$ cat src/hw/rtl/cbte_pkg.sv
package cbte_pkg;

  // Payload width of a stored node value
  localparam int unsigned ValueW = 32;

  // Request kinds
  typedef enum logic [2:0] {
    KIND_INSERT = 3'd0,
    KIND_SEARCH = 3'd1,
    KIND_PRE    = 3'd2,
    KIND_IN     = 3'd3,
    KIND_POST   = 3'd4,
    KIND_LEVEL  = 3'd5
  } kind_e;

  // Result status codes
  typedef enum logic [1:0] {
    STATUS_OK    = 2'd0,
    STATUS_FULL  = 2'd1,
    STATUS_EMPTY = 2'd2
  } status_e;

endpackage

$ cat src/hw/rtl/cbte_in_if.sv
interface cbte_in_if;
  logic                               valid;
  logic                               ready;
  logic [2:0]                         kind;
  logic signed [cbte_pkg::ValueW-1:0] value;

  modport source (output valid, kind, value, input ready);
  modport sink   (input valid, kind, value, output ready);
endinterface

$ cat src/hw/rtl/cbte_out_if.sv
interface cbte_out_if;
  logic                               valid;
  logic                               ready;
  logic signed [cbte_pkg::ValueW-1:0] item_value;
  logic                               found;
  logic [1:0]                         status;
  logic                               last;

  modport source (output valid, item_value, found, status, last, input ready);
  modport sink   (input valid, item_value, found, status, last, output ready);
endinterface

$ cat src/hw/rtl/complete_binary_tree_engine_unit.sv
// Complete binary tree engine: values kept in level order in a node RAM.
// Request channel in_i (kind, value): insert, search, or a traversal
// (preorder, inorder, postorder, level order). Result channel out_o carries
// item_value, found, status and last; last marks the final result of a request.
// Both channels are valid/ready; a transaction happens when both are high.
// Steps, with n the number of stored nodes:
//   insert      : RAM write at acceptance; then read stage, output register.
//   search      : n RAM reads, a compare, the read stage, the output register.
//   level order : one node per cycle while the read stage can take it.
//   pre/in/post : a stackless walker moves one tree edge a cycle and emits at
//                 most one node per move; an emitting move waits for a free
//                 read stage.
// One read port on the node RAM paces search and walks. Kinds 6 and 7 are
// taken and dropped without a result.
// Reset empties the tree (count to zero); the RAM itself is not cleared.
// A stalled receiver holds the output register; the walker then waits at an
// emitting move while the read stage in front of it is full, so nothing is lost.
module complete_binary_tree_engine_unit #(
  parameter int unsigned CAPACITY = 64
) (
  input  logic       clk_i,
  input  logic       rst_ni,
  cbte_in_if.sink    in_i,
  cbte_out_if.source out_o
);

  localparam int unsigned AW = (CAPACITY > 1) ? $clog2(CAPACITY) : 1;
  localparam int unsigned CW = $clog2(CAPACITY + 1);
  localparam int unsigned JW = $clog2(2 * CAPACITY + 2);
  localparam int unsigned VW = cbte_pkg::ValueW;

  typedef enum logic [1:0] {
    ST_IDLE,
    ST_SCAN,
    ST_SCAN_END,
    ST_WALK
  } state_e;

  state_e             st_q, st_d;
  cbte_pkg::kind_e    kind_q, kind_d;
  logic signed [VW-1:0] value_q, value_d;
  logic [CW-1:0]      count_q, count_d;
  logic [JW-1:0]      j_q, j_d;
  logic               up_q, up_d;
  logic [CW-1:0]      ecount_q, ecount_d;
  logic [CW-1:0]      scan_q, scan_d;
  logic               cmp_q, cmp_d;
  logic               hit_q, hit_d;

  logic               s1_valid_q, s1_valid_d;
  logic               s1_mem_q, s1_mem_d;
  logic               s1_found_q, s1_found_d;
  cbte_pkg::status_e  s1_status_q, s1_status_d;
  logic               s1_last_q, s1_last_d;

  logic               out_valid_q, out_valid_d;
  logic signed [VW-1:0] out_item_q, out_item_d;
  logic               out_found_q, out_found_d;
  cbte_pkg::status_e  out_status_q, out_status_d;
  logic               out_last_q, out_last_d;

  // Node RAM, one write and one registered read per cycle
  logic signed [VW-1:0] mem [CAPACITY];
  logic signed [VW-1:0] rd_data_q;
  logic               rd_en, wr_en;
  logic [AW-1:0]      rd_addr, wr_addr;

  logic               accept, s1_move, s1_free, match;
  logic [CW-1:0]      count_m1;

  // Walker step
  logic [JW:0]        n_ext, j2, j_inc_ext;
  logic [JW-1:0]      parent, emit_idx, w_next_j, emit_m1;
  logic               w_emit, w_next_up, w_done, w_last;

  assign in_i.ready = (st_q == ST_IDLE) && !s1_valid_q;
  assign accept     = in_i.valid && in_i.ready;
  assign s1_move    = s1_valid_q && (!out_valid_q || out_o.ready);
  assign s1_free    = !s1_valid_q || s1_move;
  assign match      = cmp_q && (rd_data_q == value_q);
  assign count_m1   = count_q - CW'(1);

  assign out_o.valid      = out_valid_q;
  assign out_o.item_value = out_item_q;
  assign out_o.found      = out_found_q;
  assign out_o.status     = out_status_q;
  assign out_o.last       = out_last_q;

  // Next move of the stackless walker (1-based heap index j)
  always_comb begin
    n_ext     = (JW+1)'(count_q);
    j2        = {j_q, 1'b0};
    j_inc_ext = (JW+1)'(j_q) + (JW+1)'(1);
    parent    = j_q >> 1;
    w_emit    = 1'b0;
    w_done    = 1'b0;
    emit_idx  = j_q;
    w_next_j  = j_q;
    w_next_up = up_q;
    if (kind_q == cbte_pkg::KIND_LEVEL) begin
      w_emit    = 1'b1;
      w_next_j  = j_inc_ext[JW-1:0];
    end else if (!up_q) begin
      if (j2 <= n_ext) begin
        // descend to the left child
        w_emit    = (kind_q == cbte_pkg::KIND_PRE);
        w_next_j  = j2[JW-1:0];
        w_next_up = 1'b0;
      end else begin
        // leaf: visited in every order
        w_emit    = 1'b1;
        w_next_up = 1'b1;
      end
    end else if (j_q == JW'(1)) begin
      w_done = 1'b1;
    end else begin
      emit_idx = parent;
      if (!j_q[0]) begin
        if (j_inc_ext <= n_ext) begin
          // back from the left, go down the right subtree
          w_emit    = (kind_q == cbte_pkg::KIND_IN);
          w_next_j  = j_inc_ext[JW-1:0];
          w_next_up = 1'b0;
        end else begin
          w_emit    = (kind_q == cbte_pkg::KIND_IN) || (kind_q == cbte_pkg::KIND_POST);
          w_next_j  = parent;
          w_next_up = 1'b1;
        end
      end else begin
        w_emit    = (kind_q == cbte_pkg::KIND_POST);
        w_next_j  = parent;
        w_next_up = 1'b1;
      end
    end
    emit_m1 = emit_idx - JW'(1);
    w_last  = (ecount_q == count_m1);
  end

  // Sequencer and pipeline control
  always_comb begin
    st_d        = st_q;
    kind_d      = kind_q;
    value_d     = value_q;
    count_d     = count_q;
    j_d         = j_q;
    up_d        = up_q;
    ecount_d    = ecount_q;
    scan_d      = scan_q;
    cmp_d       = 1'b0;
    hit_d       = hit_q | match;
    s1_valid_d  = s1_valid_q && !s1_move;
    s1_mem_d    = s1_mem_q;
    s1_found_d  = s1_found_q;
    s1_status_d = s1_status_q;
    s1_last_d   = s1_last_q;
    rd_en       = 1'b0;
    rd_addr     = scan_q[AW-1:0];
    wr_en       = 1'b0;
    wr_addr     = count_q[AW-1:0];

    // output register takes the read stage
    out_valid_d  = out_valid_q && !out_o.ready;
    out_item_d   = out_item_q;
    out_found_d  = out_found_q;
    out_status_d = out_status_q;
    out_last_d   = out_last_q;
    if (s1_move) begin
      out_valid_d  = 1'b1;
      out_item_d   = s1_mem_q ? rd_data_q : '0;
      out_found_d  = s1_found_q;
      out_status_d = s1_status_q;
      out_last_d   = s1_last_q;
    end

    unique case (st_q)
      ST_IDLE: begin
        if (accept) begin
          kind_d   = cbte_pkg::kind_e'(in_i.kind);
          value_d  = in_i.value;
          hit_d    = 1'b0;
          j_d      = JW'(1);
          up_d     = 1'b0;
          ecount_d = '0;
          scan_d   = '0;
          unique case (cbte_pkg::kind_e'(in_i.kind))
            cbte_pkg::KIND_INSERT: begin
              s1_valid_d = 1'b1;
              s1_mem_d   = 1'b0;
              s1_found_d = 1'b0;
              s1_last_d  = 1'b1;
              if (count_q >= CW'(CAPACITY)) begin
                s1_status_d = cbte_pkg::STATUS_FULL;
              end else begin
                s1_status_d = cbte_pkg::STATUS_OK;
                wr_en       = 1'b1;
                count_d     = count_q + CW'(1);
              end
            end
            cbte_pkg::KIND_SEARCH: begin
              if (count_q == '0) begin
                s1_valid_d  = 1'b1;
                s1_mem_d    = 1'b0;
                s1_found_d  = 1'b0;
                s1_status_d = cbte_pkg::STATUS_OK;
                s1_last_d   = 1'b1;
              end else begin
                st_d = ST_SCAN;
              end
            end
            cbte_pkg::KIND_PRE, cbte_pkg::KIND_IN,
            cbte_pkg::KIND_POST, cbte_pkg::KIND_LEVEL: begin
              if (count_q == '0) begin
                s1_valid_d  = 1'b1;
                s1_mem_d    = 1'b0;
                s1_found_d  = 1'b0;
                s1_status_d = cbte_pkg::STATUS_EMPTY;
                s1_last_d   = 1'b1;
              end else begin
                st_d = ST_WALK;
              end
            end
            default: ;
          endcase
        end
      end
      ST_SCAN: begin
        // one stored value read per cycle, compared the cycle after
        rd_en  = 1'b1;
        cmp_d  = 1'b1;
        scan_d = scan_q + CW'(1);
        if (scan_q == count_m1) begin
          st_d = ST_SCAN_END;
        end
      end
      ST_SCAN_END: begin
        s1_valid_d  = 1'b1;
        s1_mem_d    = 1'b0;
        s1_found_d  = hit_q | match;
        s1_status_d = cbte_pkg::STATUS_OK;
        s1_last_d   = 1'b1;
        st_d        = ST_IDLE;
      end
      ST_WALK: begin
        if (w_done) begin
          st_d = ST_IDLE;
        end else if (!w_emit || s1_free) begin
          j_d  = w_next_j;
          up_d = w_next_up;
          if (w_emit) begin
            rd_en       = 1'b1;
            rd_addr     = emit_m1[AW-1:0];
            s1_valid_d  = 1'b1;
            s1_mem_d    = 1'b1;
            s1_found_d  = 1'b0;
            s1_status_d = cbte_pkg::STATUS_OK;
            s1_last_d   = w_last;
            ecount_d    = ecount_q + CW'(1);
            if (w_last) begin
              st_d = ST_IDLE;
            end
          end
        end
      end
      default: st_d = ST_IDLE;
    endcase
  end

  // State and registered outputs
  always_ff @(posedge clk_i or negedge rst_ni) begin
    if (!rst_ni) begin
      st_q         <= ST_IDLE;
      kind_q       <= cbte_pkg::KIND_INSERT;
      value_q      <= '0;
      count_q      <= '0;
      j_q          <= '0;
      up_q         <= 1'b0;
      ecount_q     <= '0;
      scan_q       <= '0;
      cmp_q        <= 1'b0;
      hit_q        <= 1'b0;
      s1_valid_q   <= 1'b0;
      s1_mem_q     <= 1'b0;
      s1_found_q   <= 1'b0;
      s1_status_q  <= cbte_pkg::STATUS_OK;
      s1_last_q    <= 1'b0;
      out_valid_q  <= 1'b0;
      out_item_q   <= '0;
      out_found_q  <= 1'b0;
      out_status_q <= cbte_pkg::STATUS_OK;
      out_last_q   <= 1'b0;
    end else begin
      st_q         <= st_d;
      kind_q       <= kind_d;
      value_q      <= value_d;
      count_q      <= count_d;
      j_q          <= j_d;
      up_q         <= up_d;
      ecount_q     <= ecount_d;
      scan_q       <= scan_d;
      cmp_q        <= cmp_d;
      hit_q        <= hit_d;
      s1_valid_q   <= s1_valid_d;
      s1_mem_q     <= s1_mem_d;
      s1_found_q   <= s1_found_d;
      s1_status_q  <= s1_status_d;
      s1_last_q    <= s1_last_d;
      out_valid_q  <= out_valid_d;
      out_item_q   <= out_item_d;
      out_found_q  <= out_found_d;
      out_status_q <= out_status_d;
      out_last_q   <= out_last_d;
    end
  end

  // Node RAM
  always_ff @(posedge clk_i) begin
    if (wr_en) begin
      mem[wr_addr] <= value_d;
    end
    if (rd_en) begin
      rd_data_q <= mem[rd_addr];
    end
  end

  // Checks
  a_count_bound: assert property (@(posedge clk_i) disable iff (!rst_ni)
    count_q <= CW'(CAPACITY))
    else $error("node count above capacity");

  a_walk_emits: assert property (@(posedge clk_i) disable iff (!rst_ni)
    (st_q == ST_WALK) |-> (ecount_q < count_q))
    else $error("walker emitted more nodes than stored");

  a_insert_grows: assert property (@(posedge clk_i) disable iff (!rst_ni)
    (accept && (in_i.kind == cbte_pkg::KIND_INSERT) && (count_q < CW'(CAPACITY)))
    |=> (count_q == $past(count_q) + CW'(1)))
    else $error("insert did not grow the tree");

  a_ready_only_idle: assert property (@(posedge clk_i) disable iff (!rst_ni)
    (st_q == ST_SCAN || st_q == ST_WALK) |-> !in_i.ready)
    else $error("request taken while busy");

endmodule
$ cat src/flat_wrapper.sv
// flat-port wrapper written by rule: the top's interface ports become plain ports
module complete_binary_tree_engine_unit_flat 
#(
  parameter int unsigned CAPACITY = 64
)
  (clk_i, rst_ni, in_i_valid, in_i_kind, in_i_value, in_i_ready, out_o_valid, out_o_item_value, out_o_found, out_o_status, out_o_last, out_o_ready);
  cbte_in_if in_i_i ();
  cbte_out_if out_o_i ();
  input  logic clk_i;
  input  logic rst_ni;
  input wire logic [$bits(in_i_i.valid)-1:0] in_i_valid;
  input wire logic [$bits(in_i_i.kind)-1:0] in_i_kind;
  input wire logic [$bits(in_i_i.value)-1:0] in_i_value;
  output wire logic [$bits(in_i_i.ready)-1:0] in_i_ready;
  output wire logic [$bits(out_o_i.valid)-1:0] out_o_valid;
  output wire logic [$bits(out_o_i.item_value)-1:0] out_o_item_value;
  output wire logic [$bits(out_o_i.found)-1:0] out_o_found;
  output wire logic [$bits(out_o_i.status)-1:0] out_o_status;
  output wire logic [$bits(out_o_i.last)-1:0] out_o_last;
  input wire logic [$bits(out_o_i.ready)-1:0] out_o_ready;
  assign in_i_i.valid = in_i_valid;
  assign in_i_i.kind = in_i_kind;
  assign in_i_i.value = in_i_value;
  assign in_i_ready = in_i_i.ready;
  assign out_o_valid = out_o_i.valid;
  assign out_o_item_value = out_o_i.item_value;
  assign out_o_found = out_o_i.found;
  assign out_o_status = out_o_i.status;
  assign out_o_last = out_o_i.last;
  assign out_o_i.ready = out_o_ready;
  complete_binary_tree_engine_unit #(.CAPACITY(CAPACITY)) u_core (.clk_i(clk_i), .rst_ni(rst_ni), .in_i(in_i_i), .out_o(out_o_i));
endmodule
$ cat config.mk
export PLATFORM = sky130hd
export DESIGN_NAME = complete_binary_tree_engine_unit_flat
export DESIGN_NICKNAME = d
export VERILOG_FILES = /design/src/hw/rtl/cbte_pkg.sv /design/src/hw/rtl/cbte_in_if.sv /design/src/hw/rtl/cbte_out_if.sv /design/src/hw/rtl/complete_binary_tree_engine_unit.sv /design/src/flat_wrapper.sv
export SDC_FILE = /design/constraint.sdc
export NUM_CORES = 2
export LEC_CHECK = 0
export BUFFER_PORTS_ARGS = -buffer_cell sky130_fd_sc_hd__buf_2
export CORE_MARGIN = 2
export CORE_UTILIZATION = 25
export CTS_CLUSTER_SIZE = 12
export DETAILED_ROUTE_END_ITERATION = 8
export PLACE_DENSITY = 0.36
export SETUP_SLACK_MARGIN = 0.1
export SLEW_MARGIN = 20
export SYNTH_ARGS = -nofsm -noshare
export SYNTH_HDL_FRONTEND = slang
export SYNTH_SLANG_ARGS = --single-unit
$ cat constraint.sdc
create_clock -name clk_i -period 6.9 [get_ports clk_i]
set_clock_uncertainty 0.1 [all_clocks]
set_input_delay 0.345 -clock clk_i [delete_from_list [all_inputs] [get_ports clk_i]]
set_output_delay 0.345 -clock clk_i [all_outputs]
set_load 0.02 [all_outputs]
---- Word-level counts from Yosys, hierarchy flattened ----
Memory sizes are Yosys's and may differ from the RTL's. A register that Yosys moved wholly into a read port is not among the register bits.
Index checks and enable logic that the tools add are counted.
word-level totals
  bits in registers ....................... 112
  memory bits (writable) .................. 2048
  input port bits ......................... 39
  logic and storage cells ................. 202
  memories kept ........................... 1
cells by class
  add/subtract/negate cells ............... 6
  $lt $le $gt $ge ......................... 3
  eq/ne operators ......................... 35
  multiplexer cells ....................... 103
  bitwise operators ....................... 2
  reduce and logical (&&, ||, !) cells .... 32
memories
  memory      depth  width  rd ports  clocked after memory_dff  wr ports  line                                    text
  u_core.mem  64     32     1         1                         1         complete_binary_tree_engine_unit.sv:63  logic signed [VW-1:0] mem [CAPACITY];
operators by type and width
  kind                   number
  $mux W32               3
  $mux W8                9
  $mux W1                50
  $mux W6                7
  $eq A32 B32 Y1         1
  $mux W2                14
  $mux W7                4
  $pmux W7 S2            2
  $add A7 B1 Y7 const B  3
  $ne A3 B3 Y1 const B   7
  $le A9 B7 Y1           2
  $pmux W8 S2            1
  $reduce_and A8 Y1      2
  $eq A7 B7 Y1           2
  $eq A3 B2 Y1 const B   4
  $eq A3 B3 Y1 const B   4
  $pmux W1 S3            4
  $pmux W2 S3            2
  $pmux W1 S2            5
  $reduce_and A5 Y1      2
  $add A8 B1 Y9 const B  1
  $ne A3 B1 Y1 const B   3
  $eq A8 B1 Y1 const B   1
  $ne A2 B1 Y1 const B   4
  27 further kinds       44

---- Longest topological paths before layout ----
  depth in word-level cells ............... 12
  depth in mapped cells ................... 21

---- Least setup slack after synthesis ----
No wires, ideal clock.
  kind .................................... register to register
  start ................................... register u_core.j_q[3]
  end ..................................... register u_core.rd_data_q[0], read port of u_core.mem, enable pin
  data arrival time ....................... 4586 ps
  required time ........................... 6330 ps
  slack ................................... 1744 ps
  stages on the path, launching flop included .. 12
  clock period less this slack ............ 5156 ps
  path through ............................ dfrtp_1 clkbuf_1 and3_1 nand3_1 xnor2_1 ha_1 nand4_1 a21oi_1 o21ba_2 a41o_1 o21ai_2 a21boi_0
between the ends
  longest elaborated chain between the ends .. 12
  elaborated cells between the ends (all ways) .. 27
  classes of those cells .................. add/sub (2); order compare (2); eq/ne (1); mux (20); reduce/logical (2)
RTL lines
  element                 line                                     text
  from (decl)             complete_binary_tree_engine_unit.sv:43   logic [JW-1:0] j_q, j_d;
  from (signal assigned)  complete_binary_tree_engine_unit.sv:296  j_q <= j_d;
  $add A8 B1 Y9           complete_binary_tree_engine_unit.sv:93   j_inc_ext = (JW+1)'(j_q) + (JW+1)'(1);
  $le A9 B7 Y1            complete_binary_tree_engine_unit.sv:119  if (j_inc_ext <= n_ext) begin
  $mux W1                 complete_binary_tree_engine_unit.sv:119
  $mux W1                 complete_binary_tree_engine_unit.sv:118  if (!j_q[0]) begin
  $mux W1                 complete_binary_tree_engine_unit.sv:114  end else if (j_q == JW'(1)) begin
  $mux W1                 complete_binary_tree_engine_unit.sv:103  end else if (!up_q) begin
  $mux W1                 complete_binary_tree_engine_unit.sv:100  if (kind_q == cbte_pkg::KIND_LEVEL) begin
  $logic_not A1 Y1        complete_binary_tree_engine_unit.sv:246  end else if (!w_emit || s1_free) begin
  $logic_or A1 B1 Y1      complete_binary_tree_engine_unit.sv:246
  $mux W1                 complete_binary_tree_engine_unit.sv:246
  $mux W1 *               complete_binary_tree_engine_unit.sv:244  if (w_done) begin
  $pmux W1 S2 *           complete_binary_tree_engine_unit.sv:175  unique case (st_q)
  via u_core.rd_en        complete_binary_tree_engine_unit.sv:65   logic rd_en, wr_en;
  to (decl)               complete_binary_tree_engine_unit.sv:64   logic signed [VW-1:0] rd_data_q;
The timed path passes the listed nets; every way through them passes the cells marked *.
A chain may end at the register's enable or synchronous reset.

---- Final worst setup path ----
  start ................................... register u_core.j_q[0]
  end ..................................... register u_core.rd_data_q[10], read port of u_core.mem (data pin)
between the ends
  longest elaborated chain between the ends .. 12
  elaborated cells between the ends (all ways) .. 27
  classes of those cells .................. add/sub (2); order compare (2); eq/ne (1); mux (20); reduce/logical (2)
RTL lines
  element                                 line
  $add A8 B1 Y9                           complete_binary_tree_engine_unit.sv:93
  $le A9 B7 Y1                            complete_binary_tree_engine_unit.sv:119
  $mux W1                                 complete_binary_tree_engine_unit.sv:119
  $mux W1                                 complete_binary_tree_engine_unit.sv:118
  $mux W1                                 complete_binary_tree_engine_unit.sv:114
  $mux W1                                 complete_binary_tree_engine_unit.sv:103
  $mux W1                                 complete_binary_tree_engine_unit.sv:100
  $logic_not A1 Y1                        complete_binary_tree_engine_unit.sv:246
  $logic_or A1 B1 Y1                      complete_binary_tree_engine_unit.sv:246
  $mux W1 or $mux W6 (tied branches)      complete_binary_tree_engine_unit.sv:246
  $mux W1 or $mux W6 (tied branches)      complete_binary_tree_engine_unit.sv:244
  $pmux W1 S2 or $mux W6 (tied branches)  complete_binary_tree_engine_unit.sv:175
Parallel ways exist; a longest one is shown, timed or not.

==> metrics.md <==
| Metric | Value |
|---|---|
| GR Util All Layers | `18.5%` |
| Critical path class | `register to register` |
| Final Power | `44.9 mW` |
| Post-synthesis cell count | `6,554` |
| Mapped Area | `86,500 um2` |
| CTS tree | `done` |
| Slew @ Worst Pin | `1.21 ns` |
| CP endpoint | `u_core.rd_data_q[10]` |
| Critical path arrival | `7.03 ns` |
| 1st-iter DRT viols | `5,586` |
| GP Congestion | `0.797` |
| Via count | `55,980` |
| Detail Route Antenna Nets | `0` |
| Syn nets | `6,614` |
| Initial antenna violation count | `29` |
| First-pass GRT wire length | `456 mm` |
| Io pins | `77` |
| R2R depth | `17` |
| Post-route DRC | `0` |
| Area leader, netlist | `edfxtp_1` |
| WL per Instance | `28.5 um` |
| Drt first pass iters | `6` |
| Vias in the first global route | `53,919` |
| Total gr overflow | `0` |
| Post-synth top cells | `2,092 x nand2_1, 2,080 x edfxtp_1, 712 x nand3_1` |
| Longest Clk Path Bufs | `4` |
| Setup TNS | `0 ns` |
| Leakage | `34.6 nW` |
| Tcrit/Tclk final | `94.2%` |
| Crit-path max cell delay | `0.85 ns` |
| Detailed Route WL | `330 mm` |
| Reg2Reg Launch Point | `u_core.j_q[0]` |
| Hold Path Stages | `4` |
| CP cell instances | `ha_1, nand3_1, xnor2_1, ha_1, a21oi_1, o21ai_0, o21ba_2, a41o_1, a222oi_1, and2_4, buf_4, mux2i_1, o22ai_1, o21ai_0, o21ai_0, buf_4, or3_1` |
| Reg2Reg Capture Point | `u_core.rd_data_q[10]` |
| Pin count of the biggest net entering global routing | `76` |
| R2R Setup Slk | `0.40 ns` |
| Slew HR | `19.7%` |
| Largest vdd supply drop | `0.351 mV` |
| Die area | `351,000 um2` |
| Final Util | `29.7%` |
| # nets final | `6,889` |
| Slowest-stage cell, CP | `and2_4` |
| Skew-Pair Late Insertion Delay | `0.92 ns` |
| Ys Warns | `0` |
| Most common cell in the netlist | `nand2_1` |
| Die H | `592 um` |
| Fmax | `154 MHz` |
| Ys async rst share | `5.11%` |
| Final min period | `6.50 ns` |
| CTS Sinks | `2,192` |
| Synth-to-Final Area Change | `18.2%` |
| CP dominant cell by count | `o21ai_0` |
| I/O Buffers | `76` |
| FP Rows | `215` |
| Share of cells above drive strength 1 | `12.1%` |
| Initial core utilization | `25.2%` |
| Worst Setup Start Kind | `register` |
| Max-Cap Viols | `0` |
| Synth Register Bits | `2,192` |
| H-tree depth | `4` |
| Slew Limit Fails | `0` |
| WP data required | `7.43 ns` |
| Hpwl dp | `197 mm` |
| Die width | `592 um` |
| Register area share after synthesis | `75.4%` |
| CTS buffer count | `244` |
| Setup repair bufs after CTS | `0` |
| Most used DFF post-synth | `edfxtp_1` |
| Final-report hold violation count | `0` |
| Kind of end point of the critical path | `register` |
| Clock transition at the registers of the reported paths | `0.06 ns` |
| Core Footprint | `344,000 um2` |
| Distinct cells, synth | `69` |
| Critical Path Start | `u_core.j_q[0]` |
| Count of final setup violators | `0` |
| Number of synthesized flops with an enable pin | `2,080` |
| Worst hold path class | `primary input to register` |
| RSZ-0062 raised after global routing | `false` |
| Biggest fanout along the worst timing path | `24` |
| Synth area leaders | `edfxtp_1 72%, nand2_1 9.1%, nand3_1 4.1%` |
| Root Buffer Master | `clkbuf_16` |
| Vias per cell | `4.83` |
| Status | `finished, final reports clean` |
| Power per cell area | `439 nW/um2` |
| Average cell area after synthesis | `13.2 um2` |
| Synth top area share | `72.2%` |
area by class of cell:
cell class                      count  area, um2
Clock inverter                    125        955
Multi-Input combinational cell   3951      20100
Inverter                           16       60.1
Sequential cell                  2192      65300
Clock buffer                      308       6450
Tap cell                         4557       5700
Antenna cell                       12       30.0
Timing Repair Buffer              424       3740
Fill cell                       34699     242000
worst min-delay path by stage:
stage,from,end
5_1_grt,in_i_value[24],u_core.value_q[24]
3_5_place_dp,rst_ni,u_core.ecount_q[5]
6_report,in_i_value[7],u_core.value_q[7]
3_3_place_gp,rst_ni,u_core.ecount_q[5]
4_1_cts,in_i_value[8],u_core.value_q[8]
2_1_floorplan,rst_ni,u_core.cmp_q
what timing repair did:
action | 4_1_cts | 5_1_grt
endpoints found under the setup margin | 0 | 1
resized for setup | 0 | 1
hold buffers | 29 | 0
hold endpoints to repair | 110 | 0
cell families after synthesis:
group | Yosys count | share of synthesized area, %
flip-flops | 2192 | 75.4
buffers and inverters | 411 | 2.19
XOR/XNOR | 68 | 0.688
adder cells (fa/ha/maj) | 21 | 0.304
AND/OR/NAND/NOR | 3202 | 15.8
AO/OA/AOI/OAI | 543 | 4.17
multiplexers | 117 | 1.37
worst max-delay path: cells and delay by family, from the launching register on:
kind	cells	cell delay (ns)
compound gates	8	2.28
xor+xnor	1	0.28
fa+ha+maj	2	0.62
buf+inv	2	0.59
flops	1	0.69
mux	1	0.33
simple gates	3	1.35
per-layer routing:
metal | up-vias | share of wire (%) | global-route usage [%]
li1 | 24636 | - | -
met1 | 29434 | 47 | 26.8
met2 | 1589 | 46 | 29.8
met3 | 319 | 5.2 | 2.28
met4 | 2 | 1.4 | 2.96
met5 | - | 0.0033 | 0
layout by cell type (no fill, tap or decap), types with 74 or more instances in the layout:
cell,count
nand4_1,168
edfxtp_1,2080
o21ai_0,74
buf_4,267
mux2i_1,106
dfrtp_1,111
clkbuf_16,246
nand3_1,711
buf_2,75
a31oi_1,235
nand2_1,2054
power by group:
| group | internal, mW | total (mW) | leakage [nW] | switching [mW] |
|---|---|---|---|---|
| clock | 7.09 | 12.5 | 3.64 | 5.40 |
| sequential | 17.1 | 17.6 | 20.3 | 0.519 |
| combinational | 3.77 | 14.8 | 10.6 | 11.0 |
through the flow:
step | setup WS [ns] | hold slack (ns) | cell area, um2 | instances
after floorplan | 1.74 | -0.0506 | 86500 | 6554
after global placement | 0.380 | 0.288 | 94400 | 11107
after detailed placement | 0.403 | 0.287 | 94500 | 11110
after CTS | 0.373 | 0.00513 | 102000 | 11572
after global routing | 0.121 | 0.0553 | 102000 | 11576
final | 0.401 | 0.0100 | 102000 | 11585
registers in the layout (all words and copies together) (netlist names), 2 cells and up:
signal / flops
u_core.j_q: 8
u_core.s1_status_q: 2
u_core.mem: 2048
u_core.out_o.status: 2
u_core.kind_q: 3
u_core.out_o.item_value: 32
u_core.ecount_q: 7
u_core.st_q: 2
u_core.count_q: 7
u_core.scan_q: 7
u_core.value_q: 32
u_core.rd_data_q: 32
Note: power is estimated with default switching activity, not from simulation.
